File: src/rtl/slfr_pkg.sv
// slfr_pkg: shared constants for the sync/length framed byte receiver
// used by sync_length_frame_receiver and its port checker; no dependencies
package slfr_pkg;

	// framing constants
	localparam logic [7:0] SYNC_BYTE      = 8'hFE;
	localparam logic [8:0] LENGTH_OFFSET  = 9'd5;
	localparam logic [8:0] FRAME_OVERHEAD = 9'd7;

	// field widths
	localparam int BYTE_W   = 8;
	localparam int OFFSET_W = 9;
	localparam int TDATA_W  = 24;
	localparam int TUSER_W  = 2;

	// configuration register byte addresses
	localparam int          ADDR_W         = 3;
	localparam logic [2:0]  REG_ACCEPT_ALL = 3'd0;
	localparam logic [2:0]  REG_WATCHED    = 3'd4;

endpackage

File: src/rtl/sync_length_frame_receiver.sv
// sync_length_frame_receiver: hunts for a sync byte, frames by length byte,
// checks the inverted-sum checksum and the node filter; depends on slfr_pkg
//
// One received byte is accepted per clock while s_axis_tready is high: a
// byte goes through an input register, the combinational framing logic
// and a result register, which drives m_axis_tvalid for each frame byte.
// s_axis_tready drops only while the result register is full, the input
// register is occupied and the downstream side stalls. Bytes outside a
// frame other than 0xFE are dropped.
// On the final byte (offset L+6, L being frame byte 5) tlast is set and
// tuser reports the checksum and node filter results.
module sync_length_frame_receiver (
	input  logic        clk,
	input  logic        arst_n,
	// input bytes
	input  logic        s_axis_tvalid,
	output logic        s_axis_tready,
	input  logic [7:0]  s_axis_tdata,   // [7:0] rx_byte
	// frame bytes
	output logic        m_axis_tvalid,
	input  logic        m_axis_tready,
	output logic [23:0] m_axis_tdata,   // [7:0] frame_byte, [16:8] byte_offset, [23:17] zero
	output logic        m_axis_tlast,   // last_byte
	output logic [1:0]  m_axis_tuser,   // [0] check_good, [1] node_selected
	// configuration
	input  logic        psel,
	input  logic        penable,
	input  logic        pwrite,
	input  logic [2:0]  paddr,
	input  logic [31:0] pwdata,
	output logic [31:0] prdata,
	output logic        pready
);

	// configuration registers
	logic       accept_all_q;
	logic [7:0] watched_node_q;

	// framing state
	logic       in_frame_q;
	logic [8:0] position_q;
	logic [7:0] payload_len_q;
	logic [7:0] running_sum_q;
	logic       node_hit_q;

	// input stage
	logic       valid_s1;
	logic [7:0] byte_s1;

	// result register
	logic       out_valid_q;
	logic [7:0] out_byte_q;
	logic [8:0] out_offset_q;
	logic       out_last_q;
	logic       out_good_q;
	logic       out_sel_q;

	logic advance;
	logic cfg_write;

	// per-byte framing results
	logic       emit;
	logic [8:0] offset;
	logic       is_last;
	logic       good;
	logic       sel;
	logic       in_frame_d;
	logic [8:0] position_d;
	logic [7:0] payload_len_d;
	logic [7:0] running_sum_d;
	logic       node_hit_d;

	assign advance       = !out_valid_q || m_axis_tready;
	assign s_axis_tready = !valid_s1 || advance;
	assign pready        = 1'b1;
	assign cfg_write     = psel && penable && pwrite && pready;

	// register writes
	always_ff @(posedge clk or negedge arst_n) begin
		if (!arst_n) begin
			accept_all_q   <= 1'b1;
			watched_node_q <= 8'd0;
		end else if (cfg_write) begin
			case (paddr)
				slfr_pkg::REG_ACCEPT_ALL: accept_all_q   <= pwdata[0];
				slfr_pkg::REG_WATCHED:    watched_node_q <= pwdata[7:0];
				default: ;
			endcase
		end
	end

	// register reads
	always_comb begin
		case (paddr)
			slfr_pkg::REG_ACCEPT_ALL: prdata = {31'd0, accept_all_q};
			slfr_pkg::REG_WATCHED:    prdata = {24'd0, watched_node_q};
			default:                  prdata = 32'd0;
		endcase
	end

	// input register
	always_ff @(posedge clk or negedge arst_n) begin
		if (!arst_n) begin
			valid_s1 <= 1'b0;
		end else if (s_axis_tready) begin
			valid_s1 <= s_axis_tvalid;
		end
	end

	always_ff @(posedge clk) begin
		if (s_axis_tready && s_axis_tvalid) begin
			byte_s1 <= s_axis_tdata;
		end
	end

	// framing logic for the byte in the input register
	always_comb begin
		emit          = 1'b0;
		offset        = position_q;
		is_last       = 1'b0;
		good          = 1'b0;
		sel           = 1'b0;
		in_frame_d    = in_frame_q;
		position_d    = position_q;
		payload_len_d = payload_len_q;
		running_sum_d = running_sum_q;
		node_hit_d    = node_hit_q;
		if (!in_frame_q) begin
			// hunting: only the sync byte opens a frame
			if (byte_s1 == slfr_pkg::SYNC_BYTE) begin
				emit          = 1'b1;
				offset        = 9'd0;
				in_frame_d    = 1'b1;
				position_d    = 9'd1;
				payload_len_d = 8'd0;
				running_sum_d = byte_s1;
				node_hit_d    = 1'b0;
			end
		end else begin
			emit = 1'b1;
			if (position_q == slfr_pkg::LENGTH_OFFSET) begin
				payload_len_d = byte_s1;
			end
			if ((position_q == 9'd1 || position_q == 9'd2) && byte_s1 == watched_node_q) begin
				node_hit_d = 1'b1;
			end
			is_last = (position_q > slfr_pkg::LENGTH_OFFSET) &&
				(position_q == ({1'b0, payload_len_q} + slfr_pkg::FRAME_OVERHEAD - 9'd1));
			if (is_last) begin
				good          = (byte_s1 == ~running_sum_q);
				sel           = accept_all_q || node_hit_q;
				in_frame_d    = 1'b0;
				position_d    = 9'd0;
				running_sum_d = 8'd0;
				node_hit_d    = 1'b0;
			end else begin
				running_sum_d = running_sum_q + byte_s1;
				position_d    = position_q + 9'd1;
			end
		end
	end

	// framing state update
	always_ff @(posedge clk or negedge arst_n) begin
		if (!arst_n) begin
			in_frame_q    <= 1'b0;
			position_q    <= 9'd0;
			payload_len_q <= 8'd0;
			running_sum_q <= 8'd0;
			node_hit_q    <= 1'b0;
		end else if (valid_s1 && advance) begin
			in_frame_q    <= in_frame_d;
			position_q    <= position_d;
			payload_len_q <= payload_len_d;
			running_sum_q <= running_sum_d;
			node_hit_q    <= node_hit_d;
		end
	end

	// result register
	always_ff @(posedge clk or negedge arst_n) begin
		if (!arst_n) begin
			out_valid_q <= 1'b0;
		end else if (advance) begin
			out_valid_q <= valid_s1 && emit;
		end
	end

	always_ff @(posedge clk) begin
		if (advance && valid_s1 && emit) begin
			out_byte_q   <= byte_s1;
			out_offset_q <= offset;
			out_last_q   <= is_last;
			out_good_q   <= good;
			out_sel_q    <= sel;
		end
	end

	assign m_axis_tvalid = out_valid_q;
	assign m_axis_tdata  = {7'd0, out_offset_q, out_byte_q};
	assign m_axis_tlast  = out_last_q;
	assign m_axis_tuser  = {out_sel_q, out_good_q};

endmodule

File: config.mk
export PLATFORM = sky130hd
export DESIGN_NAME = sync_length_frame_receiver
export DESIGN_NICKNAME = d
export VERILOG_FILES = /design/src/rtl/slfr_pkg.sv /design/src/rtl/sync_length_frame_receiver.sv
export SDC_FILE = /design/constraint.sdc
export NUM_CORES = 1
export LEC_CHECK = 0
export BUFFER_PORTS_ARGS = -buffer_cell sky130_fd_sc_hd__buf_4
export CAP_MARGIN = 10
export CORE_AREA = 2 2 93 95
export CTS_BUF_LIST = sky130_fd_sc_hd__clkbuf_16
export DETAILED_ROUTE_END_ITERATION = 10
export DIE_AREA = 0 0 95 97
export PLACE_DENSITY = 0.79
export SYNTH_ARGS = -nofsm -noshare
export SYNTH_HDL_FRONTEND = slang
export SYNTH_SLANG_ARGS = --single-unit
export TNS_END_PERCENT = 100
File: constraint.sdc
create_clock -name clk -period 6.69 [get_ports clk]
set_input_delay 0 -clock clk [delete_from_list [all_inputs] [get_ports clk]]
set_output_delay 0 -clock clk [all_outputs]
set_load 0.01 [all_outputs]
==> results.py <==
metrics = {
    "outcome": {
        "outcome": "finished, final reports clean",
    },
    "grt": {
        "grtUsageMet3": 0.0584,
        "grt-busiest-layer": "met2",
        "use_met2": 0.328,
        "antenna_found_initial": 0,
        "grtUsageTotal": 0.188,
        "grt_pass1_wl_um": 13200,
        "grt_pass1_vias": 2713,
        "grt_max_degree": 39,
        "grt_overflow": 0,
        "grtUsageMet1": 0.216,
    },
    "power_and_ir_drop": {
        "p_per_area_nw_per_um2": 361,
        "clock_power_share": 0.287,
        "swShare": 0.359,
        "pwr-share-comb": 0.329,
        "intPower_mw": 1.06,
        "irDropWorstVdd_mv": 0.211,
        "seq_power_share": 0.384,
        "p_sw_mw": 0.594,
        "power_mw": 1.66,
        "leakagePower_nw": 2.00,
    },
    "timing": {
        "fmax_mhz": 428,
        "rsz0062_at_grt": "no",
        "slew_headroom": 0.263,
        "worst_slew_pin_slew_ps": 1100,
        "hold_violations": 0,
        "period_minus_slack_ps": 2340,
        "setup_viol": 0,
        "setup_tns_ps": 0,
        "hold_slack_ps": 44.5,
        "fin_ws_ps": 4350,
        "fin_skew_ps": 5.25,
        "slew_violations": 0,
        "finalCritPeriodShare": 0.349,
    },
    "floorplanning": {
        "dieArea_um2": 9220,
        "start_util": 0.457,
        "core_area_um2": 8130,
        "die_x_um": 95,
        "io_pins": 112,
        "row_count": 33,
        "die_height_um": 97,
    },
    "route": {
        "vias": 2737,
        "routedWlPerCell_um": 15.3,
        "drt_wl_total_um": 8130,
        "drc": 0,
        "ant_nets": 0,
        "first_iter_violations": 104,
        "via_per_inst": 5.14,
        "drt_pre_antenna_iters": 5,
    },
    "synthesis": {
        "yosys.area_share.adder": 0.0424,
        "syn_avg_cell_area_um2": 10.6,
        "syn_area_um2": 3720,
        "synth_compound_area_frac": 0.115,
        "synth_xor_xnor_area_share": 0.0613,
        "muxShareOfSynthArea": 0.0327,
        "yosys.area_share.simple": 0.169,
        "synth_edf_count": 28,
        "yosysWarnings": 0,
        "ys_types": 56,
        "ys_seq_area_frac": 0.482,
        "ys_ff_latch": 66,
        "yosys_most_used_dff": "dfrtp_1",
        "synth_top_family_by_area": "simple AND/OR/NAND/NOR gates",
        "netlist_instances": 349,
        "async_reset_ff_frac": 0.576,
    },
    "final_layout": {
        "nNetsFinal": 484,
        "area_growth_pct": 23.4,
        "antennaDiodeCount": 0,
        "drive_gt1_frac": 0.232,
        "instances_no_fill": 532,
        "layout.cells.most_common": "buf_4",
        "layout_common_cells": "buf_4, dfrtp_1, conb_1, nand2_1, edfxtp_1",
        "post-route-util": 0.564,
        "fin_area_um2": 4590,
    },
    "clock_network": {
        "clockRootBuffer": "clkbuf_16",
        "clkTransAtPathRegs_ps": 60,
        "cts_tree": "yes",
        "clock_latency_ps": 330,
        "clock_sinks": 66,
        "cts-buffers-inserted": 9,
        "h-tree-depth": 3,
        "cts_max_path_buffers": 2,
    },
    "critical_path": {
        "cpPeakStageDelay_ps": 510,
        "cp_cell_sequence": "ha_1 -> and3_1 -> a221o_1 -> o41ai_2 -> xnor2_1 -> o21ai_0 -> a211oi_2",
        "crit_arrival_ps": 2590,
        "worstPathMaxFanout": 6,
        "crit_buf_inv": 0,
        "critical_path.endpoint_type": "register",
        "slowest_stage": "edfxtp_1",
        "crit_type": "reg -> reg",
        "critical-path-top-delay-family": "compound AO/OA/AOI/OAI gates",
        "startpoint_type": "register",
        "required_ps": 6940,
    },
    "placed_design": {
        "io_buffer_count": 55,
        "placed_cell_area_um2": 4080,
        "dpl.cell_count": 496,
        "place_ws_ps": 4360,
        "gp_congestion": 0.880,
        "hpwl_um": 5590,
    },
    "run": {
        "max-cap-violations": 0,
    },
    "worst_hold_path": {
        "hold_path.class": "in -> reg",
    },
}
timing repair:
action | 4_1_cts | 5_1_grt
hold endpoints to repair | 57 | 0
setup buffers | 0 | 0
gates resized for setup | 0 | 0
hold buffers | 20 | 0
worst reg2reg max path, delay by kind of cell (launching register included):
kind                       cells  cell delay [ps]
AOI/OAI and AO/OA              4              950
DFF                            1              510
xor gates and xnor gates       1              170
and+or+nand+nor                1              210
adders and majority gates      1              400
metal layers:
layer / wire, um / part of all wire
met3: 419 / 0.052
met4: 114 / 0.014
met5: 0 / 0
met2: 4370 / 0.54
met1: 3220 / 0.40
worst paths after layout:
check                                                   from                      endpoint  slack [ps]  cells past startpoint
worst max register to register          byte_s1[4]$_DFFE_PP_  running_sum_q[7]$_DFFE_PN0P_        4350                      7
min in group asynchronous                             arst_n     position_q[8]$_DFFE_PN0P_         180                      2
max in group asynchronous                             arst_n      accept_all_q$_DFFE_PN1P_        6140                      2
worst min-delay path                                paddr[1]      accept_all_q$_DFFE_PN1P_          40                      3
worst min register to register  payload_len_q[0]$_DFFE_PN0P_  payload_len_q[0]$_DFFE_PN0P_         510                      2
worst max-delay path                    byte_s1[4]$_DFFE_PP_  running_sum_q[7]$_DFFE_PN0P_        4350                      7
final cells by class:
cell class | instances | area [um^2]
fill | 654 | 3550
sequential | 66 | 1790
clock inverter | 7 | 78.8
inverter | 15 | 56.3
multi-input combinational | 254 | 1680
timing repair buffer | 76 | 621
tap | 105 | 131
clock buffer | 9 | 225
cell usage after synthesis (5+ instances only):
library cell,number,area [um^2]
a21oi_1,9,45.0
and2_1,10,62.6
and3_1,5,31.3
buf_4,34,255
clkbuf_1,6,22.5
dfrtp_1,37,926
edfxtp_1,28,841
ha_1,11,138
inv_1,14,52.6
mux2_2,9,101
nand2_1,31,116
nand3_1,9,45.0
nor2_1,17,63.8
nor2b_1,9,56.3
nor3_1,7,35.0
nor4_1,6,37.5
o21ai_0,13,65.1
o22ai_1,7,43.8
xnor2_1,11,96.3
xor2_1,15,131
sequential cells by signal, indices dropped and copies added (netlist names):
signal	cells
payload_len_q	8
out_offset_q	9
watched_node_q	8
out_byte_q	8
accept_all_q	1
position_q	9
valid_s1	1
node_hit_q	1
out_good_q	1
m_axis_tvalid	1
running_sum_q	8
byte_s1	8
in_frame_q	1
out_sel_q	1
m_axis_tlast	1
power by group through the flow:
stage | sequential [mW] | clock, mW | combinational, mW
after floorplan | 0.600 | 0 | 0.445
after global placement | 0.633 | 0 | 0.503
after detailed placement | 0.642 | 0 | 0.529
after CTS | 0.634 | 0.484 | 0.543
after global routing | 0.653 | 0.501 | 0.607
final | 0.635 | 0.475 | 0.545
kinds of logic after synthesis:
kind of cell,Yosys count
AOI/OAI and AO/OA,58
xor gates and xnor gates,26
DFF,66
other,2
buffers and inverters,59
and+or+nand+nor,115
muxes,11
adders and majority gates,12
No activity file was read; power rests on OpenSTA's default activity.
